`config.mk`:
```
export PLATFORM = sky130hd
export DESIGN_NAME = lens_and_keystone_position_control
export DESIGN_NICKNAME = d
export VERILOG_FILES = /design/src/lkpc_pkg.sv /design/src/lens_and_keystone_position_control.sv
export VERILOG_INCLUDE_DIRS = /design/src /design/src/src
export SDC_FILE = /design/constraint.sdc
export NUM_CORES = 1
export LEC_CHECK = 0
export BUFFER_PORTS_ARGS = -buffer_cell sky130_fd_sc_hd__buf_2
export CAP_MARGIN = 15
export CORE_ASPECT_RATIO = 1.75
export CORE_UTILIZATION = 33
export DETAILED_ROUTE_END_ITERATION = 12
export PLACE_DENSITY = 0.47
export SKIP_CTS_REPAIR_TIMING = 1
export SYNTH_ARGS = -nofsm -noshare
export SYNTH_HDL_FRONTEND = slang
export SYNTH_SLANG_ARGS = --single-unit
```
`constraint.sdc`:
```
create_clock -name i_clk -period 26.9 [get_ports i_clk]
set_input_delay 0 -clock i_clk [delete_from_list [all_inputs] [get_ports i_clk]]
set_output_delay 0 -clock i_clk [all_outputs]
set_load 0.005 [all_outputs]
```
`src/lens_and_keystone_position_control_macros.svh`:
```
// ----------------------------------------------------------------------------
// Lens and keystone position control: assertion macros
// Clocked on i_clk and disabled while i_rst_n is low.
// ----------------------------------------------------------------------------
`ifndef LENS_AND_KEYSTONE_POSITION_CONTROL_MACROS_SVH
`define LENS_AND_KEYSTONE_POSITION_CONTROL_MACROS_SVH

// Check that the consequent holds in the same cycle as the antecedent.
`define LKPC_ASSERT_SAME(label, ante, cons) \
    label: assert property (@(posedge i_clk) disable iff (!i_rst_n) (ante) |-> (cons)) \
        else $error("lkpc assertion failed");

// Check that the consequent holds in the cycle after the antecedent.
`define LKPC_ASSERT_NEXT(label, ante, cons) \
    label: assert property (@(posedge i_clk) disable iff (!i_rst_n) (ante) |=> (cons)) \
        else $error("lkpc assertion failed");

`endif

```
`src/lkpc_pkg.sv`:
```
// ----------------------------------------------------------------------------
// lkpc_pkg
// Codes, widths and reset values for the lens and keystone position control.
// ----------------------------------------------------------------------------
`timescale 1ns / 1ps
`default_nettype none

package lkpc_pkg;

    localparam int unsigned POS_W   = 16;
    localparam int unsigned SPEED_W = 7;
    localparam int unsigned DRIVE_W = 8;
    localparam int unsigned CFG_AW  = 3;
    localparam int unsigned CFG_DW  = 16;
    localparam int unsigned RAMP_KW = 20;

    localparam int unsigned S_TDATA_W = 32;
    localparam int unsigned S_TUSER_W = 3;
    localparam int unsigned M_TDATA_W = 40;

    // opcodes
    localparam logic [2:0] OP_TICK       = 3'd0;
    localparam logic [2:0] OP_BUTTON     = 3'd1;
    localparam logic [2:0] OP_MOVE_REV   = 3'd2;
    localparam logic [2:0] OP_MOVE_FWD   = 3'd3;
    localparam logic [2:0] OP_SET_LENS   = 3'd4;
    localparam logic [2:0] OP_SET_KEY    = 3'd5;

    // buttons
    localparam logic [1:0] BTN_LEFT   = 2'd0;
    localparam logic [1:0] BTN_RIGHT  = 2'd1;
    localparam logic [1:0] BTN_MIDDLE = 2'd2;

    // register indexes
    localparam logic [2:0] CFG_TOLERANCE  = 3'd0;
    localparam logic [2:0] CFG_SPEED_MIN  = 3'd1;
    localparam logic [2:0] CFG_SPEED_MAX  = 3'd2;
    localparam logic [2:0] CFG_SLOW_BAND  = 3'd3;
    localparam logic [2:0] CFG_LENS_HOME  = 3'd4;
    localparam logic [2:0] CFG_KEY_HOME   = 3'd5;
    localparam logic [2:0] CFG_STEP_SIZE  = 3'd6;

    // register reset values
    localparam logic [7:0]  RST_TOLERANCE = 8'd2;
    localparam logic [6:0]  RST_SPEED_MIN = 7'd35;
    localparam logic [6:0]  RST_SPEED_MAX = 7'd80;
    localparam logic [6:0]  RST_SLOW_BAND = 7'd20;
    localparam logic [15:0] RST_LENS_HOME = 16'd300;
    localparam logic [15:0] RST_KEY_HOME  = 16'd200;
    localparam logic [6:0]  RST_STEP_SIZE = 7'd5;

    // ramp: distance * slope / 100, division by multiply with 5243 and shift by 19
    localparam logic [15:0] FAR_DISTANCE = 16'd100;
    localparam logic [12:0] RECIP_100    = 13'd5243;
    localparam int unsigned RECIP_SHIFT  = 19;
    localparam logic [RAMP_KW-1:0] RST_RAMP_K =
        RAMP_KW'((int'(RST_SPEED_MAX) - int'(RST_SPEED_MIN)) * int'(RECIP_100));

endpackage

`default_nettype wire

```
`src/lens_and_keystone_position_control.sv`:
```
// A request is held in the input register, then its result in the output register.
// One request per cycle while the output is not stalled; the state update is a single registered pass.
// The output register and the input register let a request enter while a result waits.
// Reset (synchronous, active low): both axes await homing, positions and targets zero,
// drive level at the speed_max reset value, registers at their reset values.
// ----------------------------------------------------------------------------
// Lens and keystone position control
// Tracks the lens encoder position, sets the banded lens drive speed on each
// tick once the lens is homed and steps the keystone axis while the lens is idle.
// ----------------------------------------------------------------------------
`timescale 1ns / 1ps
`default_nettype none

`include "lens_and_keystone_position_control_macros.svh"

module lens_and_keystone_position_control
    import lkpc_pkg::*;
(
    input  wire logic                 i_clk,
    input  wire logic                 i_rst_n,
    input  wire logic                 i_s_axis_tvalid,
    output      logic                 o_s_axis_tready,
    // button[1:0], move_amount[9:2], target_position[25:10], zero[31:26]
    input  wire logic [S_TDATA_W-1:0] i_s_axis_tdata,
    // opcode[2:0]
    input  wire logic [S_TUSER_W-1:0] i_s_axis_tuser,
    output      logic                 o_m_axis_tvalid,
    input  wire logic                 i_m_axis_tready,
    // motor_drive[7:0], stepper_steps[15:8], lens_running[16],
    // keystone_running[17], lens_position[33:18], zero[39:34]
    output      logic [M_TDATA_W-1:0] o_m_axis_tdata,
    input  wire logic                 i_cfg_we,
    input  wire logic [CFG_AW-1:0]    i_cfg_addr,
    input  wire logic [CFG_DW-1:0]    i_cfg_wdata
);

    // configuration
    logic [7:0]         r_tolerance;
    logic [6:0]         r_speed_min;
    logic [6:0]         r_speed_max;
    logic [6:0]         r_slow_band;
    logic [15:0]        r_lens_home;
    logic [15:0]        r_key_home;
    logic [6:0]         r_step_size;
    logic [RAMP_KW-1:0] r_ramp_k;
    logic               r_ramp_neg;
    logic [RAMP_KW-1:0] n_ramp_k;
    logic               n_ramp_neg;

    // state
    logic               r_lens_mode, n_lens_mode;
    logic               r_key_mode, n_key_mode;
    logic [15:0]        r_lens_pos, n_lens_pos;
    logic [15:0]        r_lens_target, n_lens_target;
    logic [15:0]        r_key_pos, n_key_pos;
    logic [15:0]        r_key_target, n_key_target;
    logic [7:0]         r_drive, n_drive;

    // input register
    logic               r_in_valid;
    logic [2:0]         r_in_opcode;
    logic [1:0]         r_in_button;
    logic [7:0]         r_in_amount;
    logic [15:0]        r_in_target;

    // output register
    logic               r_out_valid;
    logic [7:0]         r_out_drive;
    logic [7:0]         r_out_steps;
    logic               r_out_lens_run;
    logic               r_out_key_run;
    logic [15:0]        r_out_lens_pos;

    logic               advance;
    logic               process;
    logic [7:0]         steps;

    logic [6:0]         cfg_min_nx;
    logic [6:0]         cfg_max_nx;
    logic [7:0]         cfg_delta;
    logic [6:0]         cfg_mag;

    logic [15:0]        lens_diff;
    logic               lens_neg;
    logic [15:0]        lens_dist;
    logic [26:0]        ramp_prod;
    logic [6:0]         ramp_q;
    logic [7:0]         ramp_spd;
    logic [7:0]         spd_mag;
    logic [7:0]         lens_spd;
    logic [15:0]        key_diff;

    assign advance         = !r_out_valid || i_m_axis_tready;
    assign process         = r_in_valid && advance;
    assign o_s_axis_tready = !r_in_valid || advance;

    // ramp slope, kept as |max - min| * 5243 with its sign
    always_comb begin
        cfg_min_nx = r_speed_min;
        cfg_max_nx = r_speed_max;
        if (i_cfg_we && i_cfg_addr == CFG_SPEED_MIN) begin
            cfg_min_nx = i_cfg_wdata[6:0];
        end
        if (i_cfg_we && i_cfg_addr == CFG_SPEED_MAX) begin
            cfg_max_nx = i_cfg_wdata[6:0];
        end
        cfg_delta  = {1'b0, cfg_max_nx} - {1'b0, cfg_min_nx};
        n_ramp_neg = cfg_delta[7];
        cfg_mag    = cfg_delta[7] ? 7'(8'd0 - cfg_delta) : cfg_delta[6:0];
        n_ramp_k   = RAMP_KW'(cfg_mag) * RAMP_KW'(RECIP_100);
    end

    // banded speed profile
    always_comb begin
        lens_diff = r_lens_pos - r_lens_target;
        lens_neg  = lens_diff[15];
        lens_dist = lens_neg ? (16'd0 - lens_diff) : lens_diff;
        ramp_prod = 27'(lens_dist[6:0]) * 27'(r_ramp_k);
        ramp_q    = ramp_prod[RECIP_SHIFT+6:RECIP_SHIFT];
        ramp_spd  = r_ramp_neg ? ({1'b0, r_speed_min} - {1'b0, ramp_q})
                               : ({1'b0, r_speed_min} + {1'b0, ramp_q});
        if (lens_dist <= {8'd0, r_tolerance}) begin
            spd_mag = 8'd0;
        end else if (lens_dist <= {9'd0, r_slow_band}) begin
            spd_mag = {1'b0, r_speed_min};
        end else if (lens_dist > FAR_DISTANCE) begin
            spd_mag = {1'b0, r_speed_max};
        end else begin
            spd_mag = ramp_spd;
        end
        lens_spd = lens_neg ? (8'd0 - spd_mag) : spd_mag;
        key_diff = r_key_pos - r_key_target;
    end

    // request decode and state update
    always_comb begin
        n_lens_mode   = r_lens_mode;
        n_key_mode    = r_key_mode;
        n_lens_pos    = r_lens_pos;
        n_lens_target = r_lens_target;
        n_key_pos     = r_key_pos;
        n_key_target  = r_key_target;
        n_drive       = r_drive;
        steps         = 8'd0;
        unique case (r_in_opcode)
            OP_TICK: begin
                if (r_lens_mode) begin
                    n_drive = lens_spd;
                    if (lens_spd == 8'd0) begin
                        if (!r_key_mode) begin
                            steps = {1'b0, r_step_size};
                        end else if (r_key_pos != r_key_target) begin
                            if (!key_diff[15]) begin
                                steps     = {1'b0, r_step_size};
                                n_key_pos = r_key_pos - {9'd0, r_step_size};
                            end else begin
                                steps     = 8'd0 - {1'b0, r_step_size};
                                n_key_pos = r_key_pos + {9'd0, r_step_size};
                            end
                        end
                    end
                end
            end
            OP_BUTTON: begin
                if (r_in_button == BTN_RIGHT) begin
                    if (!r_lens_mode) begin
                        n_lens_mode   = 1'b1;
                        n_lens_target = r_lens_home;
                    end else begin
                        n_lens_pos = 16'd0;
                    end
                    n_drive = 8'd0;
                end else if (r_in_button == BTN_MIDDLE && !r_key_mode) begin
                    n_key_mode   = 1'b1;
                    n_key_target = r_key_home;
                end
            end
            OP_MOVE_REV: begin
                if (r_lens_mode) begin
                    n_lens_pos = r_lens_pos + {8'd0, r_in_amount};
                end
            end
            OP_MOVE_FWD: begin
                if (r_lens_mode) begin
                    n_lens_pos = r_lens_pos - {8'd0, r_in_amount};
                end
            end
            OP_SET_LENS: begin
                n_lens_target = r_in_target;
            end
            OP_SET_KEY: begin
                n_key_target = r_in_target;
            end
            default: begin
            end
        endcase
    end

    always_ff @(posedge i_clk) begin
        if (!i_rst_n) begin
            r_tolerance   <= RST_TOLERANCE;
            r_speed_min   <= RST_SPEED_MIN;
            r_speed_max   <= RST_SPEED_MAX;
            r_slow_band   <= RST_SLOW_BAND;
            r_lens_home   <= RST_LENS_HOME;
            r_key_home    <= RST_KEY_HOME;
            r_step_size   <= RST_STEP_SIZE;
            r_ramp_k      <= RST_RAMP_K;
            r_ramp_neg    <= 1'b0;
            r_lens_mode   <= 1'b0;
            r_key_mode    <= 1'b0;
            r_lens_pos    <= 16'd0;
            r_lens_target <= 16'd0;
            r_key_pos     <= 16'd0;
            r_key_target  <= 16'd0;
            r_drive       <= {1'b0, RST_SPEED_MAX};
            r_in_valid    <= 1'b0;
            r_out_valid   <= 1'b0;
        end else begin
            r_ramp_k   <= n_ramp_k;
            r_ramp_neg <= n_ramp_neg;
            if (i_cfg_we) begin
                case (i_cfg_addr)
                    CFG_TOLERANCE: r_tolerance <= i_cfg_wdata[7:0];
                    CFG_SPEED_MIN: r_speed_min <= i_cfg_wdata[6:0];
                    CFG_SPEED_MAX: begin
                        r_speed_max <= i_cfg_wdata[6:0];
                        if (!r_lens_mode && !process) begin
                            r_drive <= {1'b0, i_cfg_wdata[6:0]};
                        end
                    end
                    CFG_SLOW_BAND: r_slow_band <= i_cfg_wdata[6:0];
                    CFG_LENS_HOME: r_lens_home <= i_cfg_wdata;
                    CFG_KEY_HOME:  r_key_home  <= i_cfg_wdata;
                    CFG_STEP_SIZE: r_step_size <= i_cfg_wdata[6:0];
                    default: begin
                    end
                endcase
            end
            if (process) begin
                r_lens_mode   <= n_lens_mode;
                r_key_mode    <= n_key_mode;
                r_lens_pos    <= n_lens_pos;
                r_lens_target <= n_lens_target;
                r_key_pos     <= n_key_pos;
                r_key_target  <= n_key_target;
                r_drive       <= n_drive;
            end
            if (o_s_axis_tready) begin
                r_in_valid <= i_s_axis_tvalid;
            end
            if (advance) begin
                r_out_valid <= r_in_valid;
            end
        end
    end

    // payload: hold while stalled
    always_ff @(posedge i_clk) begin
        if (o_s_axis_tready && i_s_axis_tvalid) begin
            r_in_opcode <= i_s_axis_tuser;
            r_in_button <= i_s_axis_tdata[1:0];
            r_in_amount <= i_s_axis_tdata[9:2];
            r_in_target <= i_s_axis_tdata[25:10];
        end
        if (process) begin
            r_out_drive    <= n_drive;
            r_out_steps    <= steps;
            r_out_lens_run <= n_lens_mode;
            r_out_key_run  <= n_key_mode;
            r_out_lens_pos <= n_lens_pos;
        end
    end

    assign o_m_axis_tvalid = r_out_valid;
    assign o_m_axis_tdata  = {6'd0, r_out_lens_pos, r_out_key_run, r_out_lens_run,
                              r_out_steps, r_out_drive};

    `LKPC_ASSERT_NEXT(a_lens_mode_sticky, r_lens_mode, r_lens_mode)
    `LKPC_ASSERT_NEXT(a_in_request_held, r_in_valid && !advance, r_in_valid)
    `LKPC_ASSERT_SAME(a_steps_only_idle, r_out_valid && r_out_steps != 8'd0,
                      r_out_drive == 8'd0)

endmodule

`default_nettype wire

```
==> summary.txt, run 1 <==
Detailed routing
  • Average wire per standard cell: 18.3 um
  • Routed wire length: 59.2 mm
  • Drt first pass iters: 6
  • Drt initial violations: 725
  • # DRC: 0
  • Via count: 16628
  • Antenna Nets Post-Route: 0
  • Vias per cell: 5.14

Clocking
  • TritonCTS buffer count: 24
  • CTS tree: done
  • Clock transition at path regs: 0.06 ns
  • Clock Tree Root: clkbuf_16
  • Clk_lat worst skew: 0.56 ns
  • Clock Sinks: 228
  • Max Root-Sink Buffers: 3
  • Depth of the CTS H-tree: 1

Run status
  • Failing checks: hold timing
  • Outcome: finished with violations

Final layout
  • Final core utilization: 37.4%
  • # diodes: 0
  • Nets: 2794
  • Fill cells: 6191
  • Layout area overhead: 12.1%
  • Layout cells sized above 1: 8.81%
  • Fin cells: 3238
  • Design area: 22400 um^2

Job
  • MaxCap Viol Count: 0

Synth
  • Syn Area/Cell: 8.52 um^2
  • Number of flops mapped to enable cells by yosys: 63
  • Synth top cells by count: nand2_1, inv_1, ha_1
  • Yosys cell types: 101
  • Sequential fraction of the synthesis area: 26.0%
  • Most numerous cell in the Yosys netlist: nand2_1
  • Top cells by area, synth: dfxtp_1, ha_1, fa_1
  • Cell area after synthesis: 20000 um^2
  • Post-Syn Instances: 2349
  • Post-synth top area share: 16.5%
  • Synthesized flop and latch total: 228
  • Synth async-reset ratio: 0%
  • Top cell type by total area after synthesis: dfxtp_1
  • Main synth FF type: dfxtp_1
  • Ys Warns: 0

Worst setup path
  • CP arrival: 12.85 ns
  • Critical path depth: 44
  • Delay-heaviest family, CP: simple AND/OR/NAND/NOR gates
  • CP max stage cell: and3_1
  • Critical path type: flop to flop
  • CP Buf/Inv Count: 5
  • Startpoint Class: flop
  • Reg2Reg Depth: 44
  • WP data required: 27.38 ns
  • Critical path's most frequent cell: a21o_1
  • Crit path capture type: flop
  • Worst-path fanout max: 20
  • Max incr delay on CP: 0.85 ns

Place
  • Placed cells: 3145
  • IO buf count: 88
  • Final HPWL DP: 46.0 mm
  • Placer congestion estimate: 0.855
  • Pre-CTS setup slack: 14.45 ns
  • Placement Cell Area: 21200 um^2

Floorplanning
  • Core area: 60000 um^2
  • Placement Rows: 119
  • Die width: 188 um
  • Die height: 328 um
  • Initial Utilization: 33.4%
  • Die area: 61700 um^2
  • Num ports: 101

Power
  • Leak Pwr: 9.76 nW
  • Tot Pwr: 2.41 mW
  • Pwr Density: 107 nW/um^2
  • Max rail drop VDD: 0.0612 mV

Timing
  • Final period util: 46.0%
  • RSZ-0062 raised after global routing: no
  • Final Max Slew Viols: 0
  • Fmax: 0.0808 GHz
  • Slew Limit Headroom: 27.5%
  • Final hold viol count: 7
  • Final TNS setup: 0 ns
  • Setup Skew: 0.0138 ns
  • Hold Slack: -0.0201 ns
  • Pin slew with the least headroom to its limit: 1.08 ns
  • Setup ws final: 14.52 ns
  • Final setup viols: 0
  • Tmin final: 12.38 ns

Min path
  • Hold Crit Depth: 4
  • Hold WC Path Type: primary input to flop

Global routing
  • First-pass GRT wire length: 92.7 mm
  • Pin count of the biggest net entering global routing: 85
  • Vias in the first global route: 16968
  • Remaining Overflow, GRT: 0
  • Antenna violations before repair: 2
  • All-Layer GR Usage: 19.1%
[sequential cells by signal, summed over array words and instances, names as in the netlist, 16 cells and up]
name and count:
r_ramp_k 20, r_in_target 16, r_key_home 16, r_key_pos 16, r_key_target 16, r_lens_home 16, r_lens_pos 16, r_lens_target 16
r_out_lens_pos 16
[worst register-to-register path: cells and delay by family, from the launching register on]
kind	cells	cell delay [ns]
muxes	2	0.66
xor gates and xnor gates	3	0.98
buffers and inverters	5	0.69
adders and majority gates	7	2.92
DFF	1	0.55
AOI/OAI and AO/OA	13	2.97
and+or+nand+nor	14	3.52
[final timing paths]
kind | start | to | slack [ns]
worst max-delay path | r_lens_pos[6] | r_key_pos[13] | 14.52
worst min-delay path | i_cfg_addr[0] | r_tolerance[6] | -0.02
worst max register to register | r_lens_pos[6] | r_key_pos[13] | 14.52
worst min register to register | r_lens_home[4] | r_lens_home[4] | 0.45
[metal layers]
metal | GRT usage [%] | up-vias | share of wire [%]
met5 | 0 | - | 0.046
met2 | 39.0 | 307 | 57
li1 | - | 8180 | -
met4 | 7.41 | 4 | 3.7
met3 | 1.99 | 101 | 3.0
met1 | 19.3 | 8036 | 37
[report_power, final]
| group | internal, mW | leakage [nW] | switching, mW | total, mW |
|---|---|---|---|---|
| clock | 0.178 | 0.375 | 0.150 | 0.328 |
| sequential | 0.379 | 1.95 | 0.0347 | 0.414 |
| combinational | 0.703 | 7.44 | 0.966 | 1.67 |
[cell usage in the layout, fill, tap and decap left out, types with 49 or more instances in the layout]
cell type        n
inv_1          263
dfxtp_1        165
ha_1           189
a211oi_1        49
and2_1          97
nor3_1          49
buf_2           88
edfxtp_1        63
nand2_1        291
xnor2_1         59
mux2i_1         69
a21oi_1        142
nor2_1         161
fa_1           111
o21ai_0         73
dlygate4sd3_1   49
[cells by family (layout without fill, tap and decap cells)]
kind of cell	count (synthesis)	in the layout	synth area share (%)
muxes	78	78	3.96
buffers and inverters	370	468	7.43
and+or+nand+nor	804	804	19.4
xor gates and xnor gates	91	91	4.06
other	1	6	0.0187
adders and majority gates	300	300	22.9
DFF	228	228	26.0
AOI/OAI and AO/OA	477	477	16.2
[cell type report]
type                       instances  area [um^2]  area share, %
clock buffer                      33          676           3.01
clock inverter                    10         76.3          0.340
multi-input combinational       1756        13400           59.8
inverter                         266         1000           4.46
tap                              786          983           4.38
timing repair buffer             159         1100           4.90
sequential                       228         5190           23.2
No activity file was read; power rests on OpenSTA's default activity.
==> run 2: changes to the inputs <==
--- a/config.mk
+++ b/config.mk
@@ -6,6 +6,7 @@
 export SDC_FILE = /design/constraint.sdc
 export NUM_CORES = 1
 export LEC_CHECK = 0
+export ABC_AREA = 1
 export BUFFER_PORTS_ARGS = -buffer_cell sky130_fd_sc_hd__buf_2
 export CAP_MARGIN = 15
 export CORE_ASPECT_RATIO = 1.75
==> constraint.sdc (replaced) <==
create_clock -name i_clk -period 12.4 [get_ports i_clk]
set_input_delay 0 -clock i_clk [delete_from_list [all_inputs] [get_ports i_clk]]
set_output_delay 0 -clock i_clk [all_outputs]
set_load 0.005 [all_outputs]
==> summary.txt, run 2 <==
Run status
  • Outcome: finished with violations
  • Failing checks: hold timing

Synth
  • Synth async-reset ratio: 0%
  • Top cell type by total area after synthesis: dfxtp_1
  • Synthesized flop and latch total: 228
  • Post-Syn Instances: 2673
  • Ys Warns: 0
  • Most numerous cell in the Yosys netlist: inv_1
  • Number of flops mapped to enable cells by yosys: 63
  • Main synth FF type: dfxtp_1
  • Syn Area/Cell: 7.39 um^2
  • Top cells by area, synth: dfxtp_1, ha_1, fa_1
  • Cell area after synthesis: 19800 um^2
  • Sequential fraction of the synthesis area: 26.3%
  • Post-synth top area share: 16.7%
  • Yosys cell types: 57
  • Synth top cells by count: inv_1, nand2_1, nor2_1

Detailed routing
  • Routed wire length: 60.7 mm
  • Vias per cell: 4.88
  • Drt first pass iters: 6
  • Average wire per standard cell: 16.9 um
  • Antenna Nets Post-Route: 0
  • Drt initial violations: 803
  • Via count: 17481
  • # DRC: 0

Global routing
  • Antenna violations before repair: 1
  • Remaining Overflow, GRT: 0
  • All-Layer GR Usage: 20.1%
  • Pin count of the biggest net entering global routing: 72
  • First-pass GRT wire length: 95.5 mm
  • Vias in the first global route: 17954

Clocking
  • Clock Sinks: 228
  • Clock transition at path regs: 0.07 ns
  • Depth of the CTS H-tree: 1
  • CTS tree: done
  • TritonCTS buffer count: 25
  • Max Root-Sink Buffers: 3
  • Clk_lat worst skew: 0.56 ns
  • Clock Tree Root: clkbuf_16

Floorplanning
  • Placement Rows: 118
  • Num ports: 101
  • Core area: 59200 um^2
  • Die area: 60900 um^2
  • Initial Utilization: 33.4%
  • Die width: 187 um
  • Die height: 326 um

Worst setup path
  • Max incr delay on CP: 0.77 ns
  • Reg2reg start: r_lens_pos[0]
  • WP data required: 12.84 ns
  • Crit path capture type: flop
  • Startpoint Class: flop
  • Worst-path fanout max: 18
  • R2R setup slack: 1.46 ns
  • Critical path type: flop to flop
  • CP arrival: 11.38 ns
  • Reg2Reg Depth: 47
  • CP max stage cell: clkinv_1
  • R2R Path End: r_key_pos[15]
  • Critical path's most frequent cell: nand2_1

Final layout
  • Max reg flops: 20
  • Nets: 3145
  • Design area: 22400 um^2
  • Commonest non-fill, non-tap cell in the layout: inv_1
  • Layout area overhead: 13.3%
  • Layout cells sized above 1: 7.56%
  • Biggest register: r_ramp_k
  • Fin cells: 3585
  • Commonest cells after routing, fill and taps aside: inv_1, nand2_1, nor2_1, ha_1, dfxtp_1

Timing
  • Final hold viol count: 17
  • Fmax: 0.0914 GHz
  • Setup Skew: 0.0279 ns
  • Final Max Slew Viols: 0
  • Final period util: 88.2%
  • Hold Slack: -0.0364 ns
  • Final setup viols: 0
  • Slew Limit Headroom: 27.1%
  • Final TNS setup: 0 ns
  • Tmin final: 10.94 ns
  • RSZ-0062 raised after global routing: no
  • Pin slew with the least headroom to its limit: 1.09 ns

Min path
  • Worst hold endpoint: r_step_size[0]
  • Hold Crit Depth: 2
  • Hold path start: i_rst_n
  • Hold WC Path Type: primary input to flop

Place
  • Placement Cell Area: 20900 um^2
  • Placer congestion estimate: 0.890
  • Final HPWL DP: 47.7 mm
  • IO buf count: 88
  • Placed cells: 3488

Job
  • MaxCap Viol Count: 0
==> run 2: final cells by class <==
class / count / area (um^2)
Sequential cell: 228 / 5190
Tap cell: 780 / 976
Timing Repair Buffer: 151 / 1040
Inverter: 507 / 1900
Clock buffer: 30 / 694
Antenna cell: 1 / 2.50
Multi-Input combinational cell: 1873 / 12300
Fill cell: 6271 / 36800
Clock inverter: 15 / 235
==> run 2: logic make-up after synthesis <==
logic type | share of synthesized area, %
DFF | 26.3
other | 0.0190
buffers and inverters | 11.3
AOI/OAI and AO/OA | 14.3
xor gates and xnor gates | 2.74
adders and majority gates | 23.2
and+or+nand+nor | 22.1
==> run 2: routing by layer <==
layer / share of wire (%) / vias to the layer above / routed length, um / track usage (%)
met1: 37 / 8179 / 22400 / 19.9
met2: 55 / 327 / 33200 / 39.9
met5: 0 / - / 0 / 0
met3: 2.4 / 131 / 1450 / 1.81
met4: 6.0 / 0 / 3610 / 11.6
li1: - / 8844 / - / -
==> run 2: worst max path at each step <==
stage	start	endpoint	slack [ns]	cells after the start
after CTS	r_lens_pos[0]	r_key_pos[15]	1.24	47
after global placement	r_lens_pos[0]	r_key_pos[15]	1.45	47
final	r_lens_pos[0]	r_key_pos[15]	1.46	47
after floorplan	r_lens_pos[1]	r_key_pos[14]	3.66	51
after global routing	r_lens_pos[0]	r_key_pos[15]	0.25	49
after detailed placement	r_lens_pos[0]	r_key_pos[15]	1.35	47
==> run 2: per-stage QoR <==
stage / utilization [%] / setup WS, ns
floorplan: - / 3.66
global placement: 35.4 / 1.45
detailed placement: 35.4 / 1.35
CTS: 36.9 / 1.24
global route: 37.8 / 0.254
finish: 37.8 / 1.46
==> run 2: worst max-delay path: cells and delay by family (launching register included) <==
family                   cells  cell delay [ns]
buffers and inverters        9             1.64
adder cells (fa/ha/maj)      7             3.43
AO/OA/AOI/OAI                4             0.80
flip-flops                   1             0.34
AND/OR/NAND/NOR             24             3.89
XOR/XNOR                     3             0.71
Power of run 2 is left out: the tool's default activity adds up to more than one toggle a clock period on the data nets, which glitch-free logic cannot reach.
